===== config.mk =====
export PLATFORM = sky130hd
export DESIGN_NAME = joystick_message_parser_unit
export DESIGN_NICKNAME = d
export VERILOG_FILES = /design/src/rtl/jmp_pkg.sv /design/src/rtl/joystick_message_parser_unit.sv /design/src/rtl/jmp_report.sv /design/src/rtl/jmp_parse.sv
export SDC_FILE = /design/constraint.sdc
export NUM_CORES = 1
export LEC_CHECK = 0
export BUFFER_PORTS_ARGS = -buffer_cell sky130_fd_sc_hd__clkbuf_2
export CAP_MARGIN = 10
export CORE_MARGIN = 1.5
export CORE_UTILIZATION = 60
export CTS_CLUSTER_DIAMETER = 150
export DETAILED_ROUTE_END_ITERATION = 7
export GPL_TIMING_DRIVEN = 0
export PLACE_DENSITY = 0.88
export SLEW_MARGIN = 20
export SYNTH_ARGS = -nofsm -noshare
export SYNTH_HDL_FRONTEND = slang
export SYNTH_SLANG_ARGS = --single-unit

===== constraint.sdc =====
create_clock -name i_clk -period 7.8 [get_ports i_clk]
set_input_delay 1.56 -clock i_clk [delete_from_list [all_inputs] [get_ports i_clk]]
set_output_delay 1.56 -clock i_clk [all_outputs]
set_load 0.02 [all_outputs]

===== src/rtl/jmp_pkg.sv =====
// Package for the joystick message parser: item structs, result kinds,
// report groups, config register indexes and report defaults. No dependencies.
package jmp_pkg;

    // Result kinds
    localparam logic [1:0] KIND_READ      = 2'd0;
    localparam logic [1:0] KIND_DONE      = 2'd1;
    localparam logic [1:0] KIND_MALFORMED = 2'd2;
    localparam logic [1:0] KIND_TRUNC     = 2'd3;

    // Report groups for reads
    localparam logic [1:0] GRP_AXES    = 2'd0;
    localparam logic [1:0] GRP_BUTTONS = 2'd1;
    localparam logic [1:0] GRP_HATS    = 2'd2;

    // Function codes
    localparam logic FUNC_PUSH = 1'b0;
    localparam logic FUNC_READ = 1'b1;

    // Config register indexes
    localparam logic [1:0] CFG_TAG_AXIS   = 2'd0;
    localparam logic [1:0] CFG_TAG_BUTTON = 2'd1;
    localparam logic [1:0] CFG_TAG_HAT    = 2'd2;

    localparam logic [7:0] TAG_AXIS_RST   = 8'd1;
    localparam logic [7:0] TAG_BUTTON_RST = 8'd2;
    localparam logic [7:0] TAG_HAT_RST    = 8'd3;

    // Default report
    localparam logic [15:0] AXIS_CENTER = 16'h8000;
    localparam logic [15:0] AXIS_IDLE   = 16'hFFFF;
    localparam logic [15:0] BUTTON_IDLE = 16'h0000;
    localparam logic [7:0]  HAT_IDLE    = 8'hFF;
    localparam int          NUM_CENTER_AXES = 2;

    localparam logic [15:0] COUNT_MAX = 16'hFFFF;

    typedef struct packed {
        logic       func;
        logic [7:0] data_byte;
        logic       last_byte;
        logic [1:0] read_group;
        logic [2:0] read_index;
    } t_in_item;

    typedef struct packed {
        logic [1:0]  kind;
        logic [15:0] value;
        logic [15:0] bytes_used;
    } t_out_item;

    // Report update from the parser to the report store
    typedef struct packed {
        logic        restore;
        logic        axis_we;
        logic        button_we;
        logic        hat_we;
        logic [2:0]  idx;
        logic [15:0] value;
    } t_rpt_wr;

    // Index of the lowest set bit (0 when none)
    function automatic logic [2:0] lowest_bit(input logic [7:0] m);
        logic [2:0] b;
        b = 3'd0;
        for (int i = 7; i >= 0; i--) begin
            if (m[i]) b = 3'(i);
        end
        return b;
    endfunction

endpackage


===== src/rtl/joystick_message_parser_unit.sv =====
// Top level of the joystick message parser: input register, parser, report
// store and result register. Uses jmp_pkg, jmp_parse, jmp_report.
//
//  channel | direction | handshake               | payload
//  --------+-----------+-------------------------+----------------------------
//  in      | input     | i_in_valid / o_in_stall | i_in_item  (t_in_item)
//  out     | output    | o_out_valid/ i_out_stall| o_out_item (t_out_item)
//  cfg     | input     | i_cfg_we                | i_cfg_idx, i_cfg_data
//
// One item per cycle sustained unless a stalled output holds back an item;
// the result register loads as an item advances out of the input register,
// raising o_out_valid. An item sits in the input register, is parsed or read
// there, and its result (if any) lands in the result register.
// Synchronous active-low reset restores tags, parse state and default report.
// A stalled output only holds back items that produce a result.
module joystick_message_parser_unit #(
    parameter int NUM_AXES         = 8,
    parameter int NUM_BUTTON_WORDS = 8,
    parameter int NUM_HATS         = 4
) (
    input  logic               i_clk,
    input  logic               i_rst_n,
    input  logic               i_cfg_we,
    input  logic [1:0]         i_cfg_idx,
    input  logic [7:0]         i_cfg_data,
    input  logic               i_in_valid,
    output logic               o_in_stall,
    input  jmp_pkg::t_in_item  i_in_item,
    output logic               o_out_valid,
    input  logic               i_out_stall,
    output jmp_pkg::t_out_item o_out_item
);
    logic               r_in_valid;
    jmp_pkg::t_in_item  r_in_item;
    logic               r_out_valid;
    jmp_pkg::t_out_item r_out_item;

    logic               has_result;
    logic               advance;
    logic               push;
    jmp_pkg::t_rpt_wr   wr;
    logic [1:0]         end_kind;
    logic [15:0]        push_count;
    logic [15:0]        count;
    logic [15:0]        rd_value;

    assign has_result = (r_in_item.func == jmp_pkg::FUNC_READ) || r_in_item.last_byte;
    assign advance    = r_in_valid && (!has_result || !r_out_valid || !i_out_stall);
    assign push       = advance && (r_in_item.func == jmp_pkg::FUNC_PUSH);
    assign o_in_stall = r_in_valid && !advance;

    jmp_parse #(
        .NUM_AXES        (NUM_AXES),
        .NUM_BUTTON_WORDS(NUM_BUTTON_WORDS),
        .NUM_HATS        (NUM_HATS)
    ) u_parse (
        .i_clk       (i_clk),
        .i_rst_n     (i_rst_n),
        .i_cfg_we    (i_cfg_we),
        .i_cfg_idx   (i_cfg_idx),
        .i_cfg_data  (i_cfg_data),
        .i_push      (push),
        .i_data      (r_in_item.data_byte),
        .i_last      (r_in_item.last_byte),
        .o_wr        (wr),
        .o_end_kind  (end_kind),
        .o_push_count(push_count),
        .o_count     (count)
    );

    jmp_report #(
        .NUM_AXES        (NUM_AXES),
        .NUM_BUTTON_WORDS(NUM_BUTTON_WORDS),
        .NUM_HATS        (NUM_HATS)
    ) u_report (
        .i_clk     (i_clk),
        .i_rst_n   (i_rst_n),
        .i_wr      (wr),
        .i_rd_group(r_in_item.read_group),
        .i_rd_index(r_in_item.read_index),
        .o_rd_value(rd_value)
    );

    always_ff @(posedge i_clk) begin
        if (!i_rst_n) begin
            r_in_valid  <= 1'b0;
            r_out_valid <= 1'b0;
        end else begin
            r_in_valid <= (i_in_valid && !o_in_stall) || (r_in_valid && !advance);
            if (advance && has_result) begin
                r_out_valid <= 1'b1;
            end else if (!i_out_stall) begin
                r_out_valid <= 1'b0;
            end
        end
    end

    always_ff @(posedge i_clk) begin
        if (i_in_valid && !o_in_stall) begin
            r_in_item <= i_in_item;
        end
        if (advance && has_result) begin
            if (r_in_item.func == jmp_pkg::FUNC_READ) begin
                r_out_item.kind       <= jmp_pkg::KIND_READ;
                r_out_item.value      <= rd_value;
                r_out_item.bytes_used <= count;
            end else begin
                r_out_item.kind       <= end_kind;
                r_out_item.value      <= 16'd0;
                r_out_item.bytes_used <= push_count;
            end
        end
    end

    assign o_out_valid = r_out_valid;
    assign o_out_item  = r_out_item;

    a_stall_needs_item: assert property (@(posedge i_clk) disable iff (!i_rst_n)
        o_in_stall |-> r_in_valid)
        else $error("input stall without a held item");

    a_result_lands: assert property (@(posedge i_clk) disable iff (!i_rst_n)
        advance && has_result |=> r_out_valid)
        else $error("result of an item was not registered");

    a_end_value_zero: assert property (@(posedge i_clk) disable iff (!i_rst_n)
        r_out_valid && (r_out_item.kind != jmp_pkg::KIND_READ) |-> r_out_item.value == 16'd0)
        else $error("end-of-message result carries a value");

    a_no_write_on_read: assert property (@(posedge i_clk) disable iff (!i_rst_n)
        !push |-> !(wr.restore || wr.axis_we || wr.button_we || wr.hat_we))
        else $error("report written without a pushed byte");

endmodule


===== src/rtl/jmp_report.sv =====
// Report store of the joystick message parser: axes, button words, hats.
// Takes updates as jmp_pkg::t_rpt_wr; read port is combinational. Uses jmp_pkg.
module jmp_report #(
    parameter int NUM_AXES         = 8,
    parameter int NUM_BUTTON_WORDS = 8,
    parameter int NUM_HATS         = 4
) (
    input  logic             i_clk,
    input  logic             i_rst_n,
    input  jmp_pkg::t_rpt_wr i_wr,
    input  logic [1:0]       i_rd_group,
    input  logic [2:0]       i_rd_index,
    output logic [15:0]      o_rd_value
);
    localparam int AXW = (NUM_AXES > 1) ? $clog2(NUM_AXES) : 1;
    localparam int BTW = (NUM_BUTTON_WORDS > 1) ? $clog2(NUM_BUTTON_WORDS) : 1;
    localparam int HTW = (NUM_HATS > 1) ? $clog2(NUM_HATS) : 1;

    logic [15:0] r_axis [NUM_AXES];
    logic [15:0] r_button [NUM_BUTTON_WORDS];
    logic [7:0]  r_hat [NUM_HATS];

    always_ff @(posedge i_clk) begin
        if (!i_rst_n || i_wr.restore) begin
            for (int i = 0; i < NUM_AXES; i++) begin
                r_axis[i] <= (i < jmp_pkg::NUM_CENTER_AXES) ? jmp_pkg::AXIS_CENTER
                                                            : jmp_pkg::AXIS_IDLE;
            end
            for (int i = 0; i < NUM_BUTTON_WORDS; i++) begin
                r_button[i] <= jmp_pkg::BUTTON_IDLE;
            end
            for (int i = 0; i < NUM_HATS; i++) begin
                r_hat[i] <= jmp_pkg::HAT_IDLE;
            end
        end else begin
            if (i_wr.axis_we) begin
                r_axis[i_wr.idx[AXW-1:0]] <= i_wr.value;
            end
            if (i_wr.button_we) begin
                r_button[i_wr.idx[BTW-1:0]] <= i_wr.value;
            end
            if (i_wr.hat_we) begin
                r_hat[i_wr.idx[HTW-1:0]] <= i_wr.value[7:0];
            end
        end
    end

    always_comb begin
        o_rd_value = 16'd0;
        case (i_rd_group)
            jmp_pkg::GRP_AXES: begin
                if ({1'b0, i_rd_index} < 4'(NUM_AXES)) begin
                    o_rd_value = r_axis[i_rd_index[AXW-1:0]];
                end
            end
            jmp_pkg::GRP_BUTTONS: begin
                if ({1'b0, i_rd_index} < 4'(NUM_BUTTON_WORDS)) begin
                    o_rd_value = r_button[i_rd_index[BTW-1:0]];
                end
            end
            jmp_pkg::GRP_HATS: begin
                if ({1'b0, i_rd_index} < 4'(NUM_HATS)) begin
                    o_rd_value = {8'd0, r_hat[i_rd_index[HTW-1:0]]};
                end
            end
            default: o_rd_value = 16'd0;
        endcase
    end

endmodule


===== src/rtl/jmp_parse.sv =====
// Section parser of the joystick message parser: tag registers, parse state,
// byte counter; emits report updates and end-of-message kinds. Uses jmp_pkg.
module jmp_parse #(
    parameter int NUM_AXES         = 8,
    parameter int NUM_BUTTON_WORDS = 8,
    parameter int NUM_HATS         = 4
) (
    input  logic             i_clk,
    input  logic             i_rst_n,
    input  logic             i_cfg_we,
    input  logic [1:0]       i_cfg_idx,
    input  logic [7:0]       i_cfg_data,
    input  logic             i_push,
    input  logic [7:0]       i_data,
    input  logic             i_last,
    output jmp_pkg::t_rpt_wr o_wr,
    output logic [1:0]       o_end_kind,
    output logic [15:0]      o_push_count,
    output logic [15:0]      o_count
);
    typedef enum logic [1:0] {PH_TAG, PH_MAP, PH_LOW, PH_HIGH} t_phase;
    typedef enum logic [1:0] {SEC_AXIS, SEC_BUTTON, SEC_HAT} t_sec;

    localparam logic [7:0] MASK_AX = (NUM_AXES >= 8) ? 8'hFF : 8'((1 << NUM_AXES) - 1);
    localparam logic [7:0] MASK_BT =
        (NUM_BUTTON_WORDS >= 8) ? 8'hFF : 8'((1 << NUM_BUTTON_WORDS) - 1);
    localparam logic [7:0] MASK_HT = (NUM_HATS >= 8) ? 8'hFF : 8'((1 << NUM_HATS) - 1);

    logic [7:0]  r_tag_axis, r_tag_button, r_tag_hat;
    t_phase      r_phase, n_phase;
    t_sec        r_sec, n_sec;
    logic [7:0]  r_map, n_map;
    logic [7:0]  r_low, n_low;
    logic [15:0] r_count, n_count;
    logic        r_skip, n_skip;

    logic [15:0] count_inc;
    logic [2:0]  lb;
    logic [7:0]  sec_mask;
    logic [7:0]  map_rest;

    assign count_inc = (r_count == jmp_pkg::COUNT_MAX) ? r_count : r_count + 16'd1;
    assign lb        = jmp_pkg::lowest_bit(r_map);
    assign map_rest  = r_map & (r_map - 8'd1);

    always_comb begin
        case (r_sec)
            SEC_AXIS:   sec_mask = MASK_AX;
            SEC_BUTTON: sec_mask = MASK_BT;
            default:    sec_mask = MASK_HT;
        endcase
    end

    always_comb begin
        n_phase    = r_phase;
        n_sec      = r_sec;
        n_map      = r_map;
        n_low      = r_low;
        n_count    = r_count;
        n_skip     = r_skip;
        o_wr       = '0;
        o_wr.idx   = lb;
        o_end_kind = jmp_pkg::KIND_DONE;
        if (i_push) begin
            n_count = count_inc;
            if (!r_skip) begin
                case (r_phase)
                    PH_TAG: begin
                        // axis wins over button, button over hat
                        if (i_data == r_tag_axis) begin
                            n_sec   = SEC_AXIS;
                            n_phase = PH_MAP;
                        end else if (i_data == r_tag_button) begin
                            n_sec   = SEC_BUTTON;
                            n_phase = PH_MAP;
                        end else if (i_data == r_tag_hat) begin
                            n_sec   = SEC_HAT;
                            n_phase = PH_MAP;
                        end else begin
                            o_wr.restore = 1'b1;
                            n_skip       = 1'b1;
                        end
                    end
                    PH_MAP: begin
                        n_map   = i_data & sec_mask;
                        n_phase = ((i_data & sec_mask) != 8'd0) ? PH_LOW : PH_TAG;
                    end
                    PH_LOW: begin
                        if (r_sec == SEC_HAT) begin
                            o_wr.hat_we = ({1'b0, lb} < 4'(NUM_HATS));
                            o_wr.value  = {8'd0, i_data};
                            n_map       = map_rest;
                            n_phase     = (map_rest != 8'd0) ? PH_LOW : PH_TAG;
                        end else begin
                            n_low   = i_data;
                            n_phase = PH_HIGH;
                        end
                    end
                    default: begin
                        o_wr.value = {i_data, r_low};
                        if (r_sec == SEC_AXIS) begin
                            o_wr.axis_we = ({1'b0, lb} < 4'(NUM_AXES));
                        end else begin
                            o_wr.button_we = ({1'b0, lb} < 4'(NUM_BUTTON_WORDS));
                        end
                        n_map   = map_rest;
                        n_phase = (map_rest != 8'd0) ? PH_LOW : PH_TAG;
                    end
                endcase
            end
            if (n_skip) begin
                o_end_kind = jmp_pkg::KIND_MALFORMED;
            end else if (n_phase != PH_TAG) begin
                o_end_kind = jmp_pkg::KIND_TRUNC;
            end
            if (i_last) begin
                n_phase = PH_TAG;
                n_sec   = SEC_AXIS;
                n_map   = 8'd0;
                n_low   = 8'd0;
                n_count = 16'd0;
                n_skip  = 1'b0;
            end
        end
    end

    assign o_push_count = count_inc;
    assign o_count      = r_count;

    always_ff @(posedge i_clk) begin
        if (!i_rst_n) begin
            r_tag_axis   <= jmp_pkg::TAG_AXIS_RST;
            r_tag_button <= jmp_pkg::TAG_BUTTON_RST;
            r_tag_hat    <= jmp_pkg::TAG_HAT_RST;
            r_phase      <= PH_TAG;
            r_sec        <= SEC_AXIS;
            r_map        <= 8'd0;
            r_low        <= 8'd0;
            r_count      <= 16'd0;
            r_skip       <= 1'b0;
        end else begin
            if (i_cfg_we) begin
                case (i_cfg_idx)
                    jmp_pkg::CFG_TAG_AXIS:   r_tag_axis   <= i_cfg_data;
                    jmp_pkg::CFG_TAG_BUTTON: r_tag_button <= i_cfg_data;
                    jmp_pkg::CFG_TAG_HAT:    r_tag_hat    <= i_cfg_data;
                    default: ;
                endcase
            end
            r_phase <= n_phase;
            r_sec   <= n_sec;
            r_map   <= n_map;
            r_low   <= n_low;
            r_count <= n_count;
            r_skip  <= n_skip;
        end
    end

endmodule

==> flow_metrics.tcl, run 1 <==
set metrics [dict create \
    track_usage_pct 29.29 \
    cts_hold_buf 0 \
    syn-num-nets 1446 \
    port_buffers 65 \
    critPathKind "in2reg" \
    cts_tree "built" \
    skew_ns 0.01637 \
    drt-initial-drc-count 1793 \
    instances_no_fill 1945 \
    slew_headroom_pct 23.98 \
    r2r-end "u_report.r_button[3][8]" \
    core_area_mm2 0.02964 \
    clk_latency_ns 0.54 \
    r2r_setup_slack_ns 3.90 \
    die_w_um 176.5 \
    post_cts_buffers 0 \
    max_freq_ghz 0.2525 \
    power.switching_mw 1.030 \
    pwr-share-comb_pct 6.3 \
    power.leakage_nw 6.708 \
    die_area_mm2 0.03117 \
    final_common_cell "edfxtp_1" \
    synthesis.area_mm2 0.01807 \
    cts.clk_slew.worst_paths_ns 0.06 \
    finalHoldViolCount 0 \
    worst_r2r_path_depth 8 \
    peakVddDrop_v 0.0001821 \
    syn_inst 1415 \
    gp_congestion 0.9368 \
    dp_slack_ns 3.384 \
    n_antenna_cell 0 \
    dp_cells 1872 \
    vias_per_cell 6.397 \
    ys_seq_elements 403 \
    yosys.area.top_type "edfxtp_1" \
    finalCritPeriodShare_pct 50.78 \
    power.density_mw_per_mm2 228.9 \
    timing.rr.start "r_in_item[8]" \
    vias 12440 \
    setup-tns-final_ns 0 \
    grt_max_degree 20 \
    clkPwrFrac_pct 41.9 \
    clock_sinks 403 \
    critPathArrivalTime_ns 4.03 \
    path_max_fanout 16 \
    pwr-share-seq_pct 51.8 \
    ys_seq_area_share_pct 63.31 \
    critPathRequiredTime_ns 7.87 \
    grt_pass1_wl_mm 68.48 \
    wire_per_inst_um 23.30 \
    grt_pass1_vias 12280 \
    synth_edf_count 337 \
    die_y_um 176.5 \
    fin_util_pct 68.35 \
    num-nets-final 1556 \
    cts_max_level 2 \
    p_int_mw 3.607 \
    drive_above_1_share_pct 18.26 \
    start_kind "input port" \
    hold_class "reg2reg" \
    root_buffer "clkbuf_16" \
    drt_first_pass_iters 6 \
    finalSetupViolCount 0 \
    clockBufferDepth 3 \
    ios 66 \
    cp-end-kind "register" \
    hold_depth 2 \
    run_status "finished clean" \
    grt-ovfl-total 0 \
    synthArstFlopShare_pct 0 \
    yosysTopAreaCellShare_pct 56.00 \
    ant_nets 0 \
    synth_area_leaders "edfxtp_1, mux4_2, dfxtp_1" \
    yosysUniqueCellTypes 65 \
    p_sw_share_pct 22.21 \
    initial_core_util_pct 60.97 \
    cap_violations 0 \
    ys_warn_count 0 \
    worstHoldStart "r_in_item[1]" \
    worst_pin_slew_ns 1.132 \
    rsz0062_at_grt "false" \
    hpwl_mm 30.44 \
    setup_ws_ns 3.839 \
    mostFrequentLayoutCells "edfxtp_1, nand2_1, nor2_1" \
    period_needed_ns 3.961 \
    cts_resized 0 \
    postSynthAreaPerCell_um2 12.77 \
    drv_slew 0 \
    num_rows 63 \
    wirelength_mm 45.32 \
    cts_made_buffers 41 \
    drc 0 \
    antenna_found_initial 0 \
    syn_to_final_growth_pct 12.10 \
    synthFlopType "edfxtp_1" \
]
## cell families after synthesis
logic type,Yosys count,synth area share (%)
adder cells (fa/ha/maj),2,0.1246
AO/OA/AOI/OAI,133,5.075
XOR/XNOR,36,1.745
multiplexers,130,12.31
AND/OR/NAND/NOR,584,14.26
buffers and inverters,127,3.178
flip-flops,403,63.31
## power by group through the flow
stage	clock (mW)	sequential (mW)	combinational (mW)
detailed placement	0	2.44	0.286
global placement	0	2.44	0.275
global route	2.02	2.40	0.309
finish	1.94	2.40	0.293
CTS	1.93	2.40	0.290
floorplan	0	2.44	0.187
## registers in the layout, summed over array words and instances, names as in the netlist, named ones only
| register | count |
|---|---|
| u_parse.r_tag_button | 8 |
| r_in_item | 15 |
| u_parse.o_count | 16 |
| u_parse.r_phase | 2 |
| u_report.r_hat | 32 |
| u_parse.r_sec | 2 |
| u_parse.r_tag_axis | 8 |
| u_parse.r_low | 8 |
| u_parse.r_map | 8 |
| o_out_item | 34 |
| u_report.r_axis | 128 |
| u_report.r_button | 128 |
| r_in_valid | 1 |
| o_out_valid | 1 |
| u_parse.r_tag_hat | 8 |
| u_parse.r_skip | 1 |
## area by class of cell
type,instances,area (µm²)
Buffer,117,536.8
Clock buffer,54,1170
Clock inverter,19,147.6
Fill cell,1961,9382
Inverter,10,37.54
Multi-Input combinational cell,885,6078
Sequential cell,403,11440
Tap cell,390,488.0
Timing Repair Buffer,67,357.8
## critical path, cell delays in order
cell	delay (ns)
clkbuf_2	0.14
nand3_1	0.28
nand2_1	0.30
nor3_1	0.08
a41oi_1	0.41
buf_2	0.34
buf_2	0.29
nand2_1	0.60
## through the flow
step	instance area [µm²]	hold WS (ns)	total power, mW
3_5_place_dp	18930	0.4372	2.731
2_1_floorplan	18070	0.4151	2.631
6_report	20260	0.4450	4.637
5_1_grt	20260	0.4625	4.734
4_1_cts	20250	0.4510	4.622
3_3_place_gp	18880	0.4332	2.715
## per-layer routing
layer  GRT usage (%)  part of all wire (%)
met1           37.89                    36
met2           48.84                    49
met3           5.189                    11
met4           12.92                   4.2
met5               0                     0
## worst max path at each step
stage / start / to / slack (ns) / cells past startpoint
finish: i_out_stall / u_report.r_button[3][8] / 3.84 / 8
floorplan: i_out_stall / o_out_item[0] / 4.10 / 1
global placement: i_out_stall / o_out_item[17] / 2.86 / 2
detailed placement: i_out_stall / u_report.r_button[1][9] / 3.38 / 8
CTS: i_out_stall / u_report.r_button[1][8] / 3.94 / 8
global route: i_out_stall / u_report.r_button[3][11] / 3.79 / 8
## synth_stat cells (10+ instances only)
library cell and n:
clkbuf_1 65, and2_1 12, and3_1 11, inv_1 10, dfxtp_1 66, a21oi_1 24
mux2i_1 40, mux4_2 72, edfxtp_1 337, a22oi_1 18, nor2_1 223, mux2_2 18
o21ai_0 20, buf_2 36, a31oi_1 13, nand3_1 21, xor2_1 30, nand2_1 232
nand2b_1 14, nor4_1 10
No activity file was read; power rests on OpenSTA's default activity.
==> run 2: changes to the inputs <==
Settings changed: ABC_AREA set to 1, CORE_UTILIZATION 60 to 56, PLACE_DENSITY 0.88 to 0.86.
Clock period 7.8 ns to 3.3 ns, I/O delays scaled along.
==> run 2 against run 1 <==
  * Via count grew 19%
  * Sequential share of layout area shrank 1.2 points
  * Worst setup slack lost 3.8 ns
  * Register-to-register slack lost 3.9 ns
  * Combinational power grew to 3.1 times the previous value
  * Clock skew grew 0.012 ns
  * Hold slack lost 0.16 ns
  * Cell count grew 23%
  * Critical path type is now reg2reg
  * Largest cell class unchanged
==> flow_metrics.tcl, run 2 <==
set metrics [dict create \
    finalCritPeriodShare_pct 98.49 \
    met3RoutedLength_mm 7.498 \
    syn_to_final_growth_pct 12.79 \
    ys_warn_count 0 \
    syn_inst 1803 \
    met2_length_mm 24.06 \
    synthArstFlopShare_pct 0 \
    antenna_found_initial 2 \
    cts_made_buffers 41 \
    grt_pass1_vias 14020 \
    cts.clk_slew.worst_paths_ns 0.06 \
    drc 0 \
    clk_latency_ns 0.56 \
    power.leakage_nw 6.753 \
    root_buffer "clkbuf_16" \
    path_max_fanout 10 \
    worst_r2r_path_depth 7 \
    die_w_um 184 \
    hpwl_mm 36.83 \
    skew_ns 0.02882 \
    initial_core_util_pct 56.68 \
    ios 66 \
    finalHoldViolCount 0 \
    hold_slack_ns 0.2830 \
    synth_edf_count 337 \
    wire_per_inst_um 22.16 \
    track_usage_pct 31.36 \
    cp-end-kind "register" \
    slew_headroom_pct 32.99 \
    hold_class "in2reg" \
    crit_path_end "o_out_item[28]" \
    r2r-end "o_out_item[28]" \
    peakVddDrop_v 0.0004453 \
    clockBufferDepth 3 \
    cts_max_level 2 \
    dr.max_layer_used "met5" \
    port_buffers 64 \
    drt-initial-drc-count 2799 \
    num_rows 66 \
    synthesis.area_mm2 0.01835 \
    yosysUniqueCellTypes 39 \
    cts_tree "built" \
    final_common_cell "nor2_1" \
    vias 14860 \
    critPathRequiredTime_ns 3.67 \
    synthTopCellsByCount "nor2_1, edfxtp_1, nand2_1" \
    power.density_mw_per_mm2 536.9 \
    finalSetupViolCount 0 \
    die_y_um 184 \
    fin_total_pwr_mw 11.11 \
    gp_congestion 0.9249 \
    vias_per_cell 6.209 \
    max_freq_ghz 0.3077 \
    ys_seq_area_share_pct 62.36 \
    die_area_mm2 0.03386 \
    grt-ovfl-total 0 \
    dp_cells 2317 \
    yosysTopAreaCellShare_pct 55.16 \
    drive_above_1_share_pct 11.89 \
    critPathKind "reg2reg" \
    ys_seq_elements 403 \
    num-nets-final 1949 \
    grt_max_degree 35 \
    n_antenna_cell 0 \
    critPathArrivalTime_ns 3.62 \
    m1WireLength_mm 19.44 \
    synthFlopType "edfxtp_1" \
    synth_most_common_cell "nor2_1" \
    setup-tns-final_ns 0 \
    drt_first_pass_iters 6 \
    clock_sinks 403 \
    run_status "finished clean" \
    drv_slew 0 \
    syn-num-nets 1834 \
    core_area_mm2 0.03237 \
    worst_pin_slew_ns 1.002 \
    rsz0062_at_grt "true" \
    r2r_setup_slack_ns 0.05 \
    period_needed_ns 3.250 \
    postSynthAreaPerCell_um2 10.18 \
    start_kind "register" \
    mostFrequentLayoutCells "nor2_1, edfxtp_1, nand2_1" \
    instances_no_fill 2393 \
    yosys.area.top_type "edfxtp_1" \
    ant_nets 0 \
    synth_area_leaders "edfxtp_1, dfxtp_1, nor2_1" \
    fillCellCount 2514 \
    grt_pass1_wl_mm 79.29 \
    wirelength_mm 53.03 \
    cap_violations 0 \
    cts_hold_buf 0 \
]
==> run 2: power by group <==
group	leakage (nW)	switching (mW)	internal [mW]
sequential	3.55	0.0493	5.66
combinational	2.58	0.677	0.239
clock	0.620	2.00	2.49
total	6.75	2.72	8.39
==> run 2: critical path: stages, from the launching register on <==
cell and delay [ns]:
dfxtp_1 0.30, clkbuf_1 0.59, clkbuf_1 0.50, clkbuf_1 0.69, nor2_1 0.12, o32ai_1 0.43
o211ai_1 0.15, a21oi_1 0.29
==> run 2: area by class of cell <==
type	instances	area, µm²	share of cell area [%]
plain buffers	129	569.3	2.751
clock buffers	58	1130	5.460
clock inverters	18	141.4	0.6832
inverters	89	334.1	1.614
multi-input cells	1182	6103	29.49
flip-flops and latches	403	11440	55.29
well taps	442	553.0	2.672
repair buffers	72	421.7	2.038
==> run 2: how the worst min path moves through the flow <==
stage / startpoint / end / slack [ns] / cells past startpoint
2_1_floorplan: r_in_item[0] / register / 0.41 / 2
3_3_place_gp: r_in_item[1] / register / 0.43 / 2
3_5_place_dp: r_in_item[1] / register / 0.45 / 2
4_1_cts: i_in_item[11] / r_in_item[11] / 0.27 / 1
5_1_grt: i_in_item[14] / r_in_item[14] / 0.27 / 1
6_report: i_in_item[14] / r_in_item[14] / 0.28 / 1
==> run 2: stage by stage <==
step           instance area [µm²]  utilization [%]  setup WS [ns]
2_1_floorplan                18350                -        0.06128
3_3_place_gp                 19220            59.37         -1.253
3_5_place_dp                 19370            59.83        -0.3910
4_1_cts                      20640            63.75        -0.2767
5_1_grt                      20690            63.93        -0.1070
6_report                     20690            63.93        0.04984
==> run 2: timing repair <==
action,CTS,global route
gates resized for setup,0,26
setup endpoints to repair,220,334
setup buffers,0,0
==> run 2: per-layer routing <==
metal	up-vias	global-route usage [%]
li1	6529	-
met1	6950	42.41
met2	1209	48.77
met3	167	7.151
met4	2	13.57
met5	-	0
==> run 2: cell families (layout without fill, tap and decap cells) <==
logic type	after synthesis	in the layout	share of synthesized area (%)
xor+xnor	23	23	1.098
compound gates	303	303	10.18
simple gates	807	807	18.78
fa+ha+maj	1	1	0.06819
flops	403	403	62.36
mux	48	48	2.619
buf+inv	218	366	4.890
==> run 3: changes to the inputs <==
Settings changed: PLACE_DENSITY 0.86 to not set, PLACE_DENSITY_LB_ADDON set to 0.2.
==> run 3 against run 2 <==
  * The flow now finishes with violations (setup timing)
  * Cell count is 0.25% higher
  * Routed wire length is 0.53% lower
  * Worst setup slack worse by 0.077 ns
  * Sequential share of layout area is 0.52 points lower
  * Largest power group unchanged
  * Clock power is 6.9% higher
  * Sequential cell count stayed put
  * Fmax is 2.3% lower
  * Hold slack better by 0.00097 ns
  * Critical endpoint is now u_report.r_axis[7][10]
  * Largest cell class unchanged
  * Non-clock buffer count is 3 higher
==> flow_metrics.tcl, run 3 (synthesis results as in run 2) <==
set metrics [dict create \
    instances_no_fill 2399 \
    drc 0 \
    max_freq_ghz 0.3006 \
    cap_violations 0 \
    final_common_cell "nor2_1" \
    setup_ws_ns -0.02695 \
    wirelength_mm 52.75 \
    ios 66 \
    fin_util_pct 64.54 \
    die_area_mm2 0.03386 \
    die_w_um 184 \
    grt_pass1_vias 13460 \
    hold_depth 1 \
    setup-tns-final_ns -0.1590 \
    power.leakage_nw 6.848 \
    use_met3_pct 4.695 \
    cp-end-kind "register" \
    dp_cells 2317 \
    grt_use_met1_pct 43.11 \
    track_usage_pct 31.48 \
    ant_nets 0 \
    wire_per_inst_um 21.99 \
    fillCellCount 2611 \
    die_y_um 184 \
    critPathKind "reg2reg" \
    cts.clk_slew.worst_paths_ns 0.06 \
    start_kind "register" \
    hpwl_mm 36.75 \
    critPathRequiredTime_ns 3.58 \
    hold_slack_ns 0.2840 \
    vias 14550 \
    crit_path_cell_trace "buf_2 > xnor2_1 > nand2_1 > nor2_1 > nand2_1 > nand4_1 > nand4_1 > clkbuf_1 > nor2_1 > buf_4 > nand2_1" \
    vias_per_cell 6.063 \
    worstHoldStart "i_in_item[9]" \
    timing.rr.start "r_in_item[13]" \
    cts_made_buffers 42 \
    hold_end "r_in_item[9]" \
    hold_class "in2reg" \
    num-nets-final 1953 \
    grt_max_degree 27 \
    drt-initial-drc-count 1772 \
    grt-ovfl-total 0 \
    critical-path-top-delay-family "simple AND/OR/NAND/NOR gates" \
    worst_r2r_path_depth 11 \
    cts_max_level 2 \
    syn_to_final_growth_pct 13.87 \
    top_usage_layer "met2" \
    worst_pin_slew_ns 1.040 \
    peakVddDrop_v 0.0003857 \
    clk_latency_ns 0.55 \
    initial_core_util_pct 56.68 \
    r2r_setup_slack_ns -0.03 \
    drt_first_pass_iters 7 \
    use_met2_pct 49.89 \
    skew_ns 0.02215 \
    run_status "complete, but fails checks" \
    rsz0062_at_grt "true" \
    p_int_mw 8.723 \
    pwr-share-comb_pct 8.0 \
    power.switching_mw 2.698 \
    grt_pass1_wl_mm 78.98 \
    port_buffers 64 \
    violations "setup timing" \
    finalSetupViolCount 10 \
    power.density_mw_per_mm2 546.7 \
    multiInputGateArea_mm2 0.006148 \
    gp_congestion 1.000 \
    pwr-share-seq_pct 50.0 \
    p_sw_share_pct 23.62 \
    crit_path_top_delay_cell "nor2_1" \
    num_rows 66 \
    clock_sinks 403 \
    antenna_found_initial 1 \
    r2r-end "u_report.r_axis[7][10]" \
    finalHoldViolCount 0 \
    finalCritPeriodShare_pct 100.8 \
    mostFrequentLayoutCells "nor2_1, edfxtp_1, nand2_1" \
    slew_headroom_pct 30.65 \
    drive_above_1_share_pct 12.01 \
    cts_hold_buf 0 \
    cts_tree "built" \
    worst-path-buf-inv 3 \
    clockBufferDepth 3 \
    period_needed_ns 3.327 \
    drv_slew 0 \
    core_area_mm2 0.03237 \
    fin_total_pwr_mw 11.42 \
    critPathArrivalTime_ns 3.61 \
    critPathMaxStageDelay_ns 0.59 \
    register_area_mm2 0.01144 \
    root_buffer "clkbuf_16" \
    clkPwrFrac_pct 42.0 \
    path_max_fanout 10 \
    cp_common_cell "nand2_1" \
]
-- run 3: changes by cell type in the layout (fill, tap and decap cells not counted), moves of 3 or more --
cell	before	now
clkbuf_16	41	45
clkinv_1	8	12
o31ai_4	0	4
clkinv_2	7	10
clkbuf_1	103	99
clkbuf_8	4	1
bufinv_16	1	4
o31ai_2	4	0
nor2_1	340	343
-- run 3: power by group through the flow --
stage / Clock, mW / Combinational (mW) / Sequential, mW
final: 4.80 / 0.911 / 5.71
after global routing: 4.99 / 0.965 / 5.72
after CTS: 4.78 / 0.881 / 5.71
after detailed placement: 0 / 0.875 / 5.82
after global placement: 0 / 0.838 / 5.82
after floorplan: 0 / 0.508 / 5.83
-- run 3: timing repair --
action / CTS / global route
setup buffers: 0 / 3
setup endpoints to repair: 173 / 326
pin swaps: 0 / 1
cloned: 0 / 0
resized for setup: 6 / 26
hold endpoints to repair: 0 / 0
-- run 3: final cells by class --
cell class / instances / share of cell area, %
diodes: 1 / 0.01198
inverters: 89 / 1.599
flip-flops and latches: 403 / 54.76
repair buffers: 75 / 2.204
multi-input cells: 1182 / 29.43
plain buffers: 129 / 2.725
clock inverters: 23 / 1.000
clock buffers: 55 / 5.618
well taps: 442 / 2.647
-- run 3: routing by layer --
layer,vias to the layer above,share of wire (%)
met5,-,0
met4,0,4.9
met3,159,10
met2,907,46
met1,6932,39
li1,6547,-
-- run 3: worst max path at each step --
stage / start / to / slack, ns / cells past startpoint
after global placement: i_out_stall / u_report.r_axis[5][8] / -1.16 / 10
after floorplan: i_out_stall / u_report.r_axis[2][0] / 0.06 / 9
after global routing: r_in_item[10] / u_report.r_axis[7][10] / -0.25 / 13
after detailed placement: i_out_stall / u_report.r_button[1][5] / -0.35 / 11
after CTS: r_in_item[13] / u_report.r_button[7][13] / -0.15 / 12
final: r_in_item[13] / u_report.r_axis[7][10] / -0.03 / 11
-- run 3: through the flow --
| step | area (µm²) | setup WS, ns |
|---|---|---|
| floorplan | 18350 | 0.06128 |
| global placement | 19220 | -1.157 |
| detailed placement | 19380 | -0.3507 |
| CTS | 20780 | -0.1475 |
| global route | 20890 | -0.2485 |
| finish | 20890 | -0.02695 |
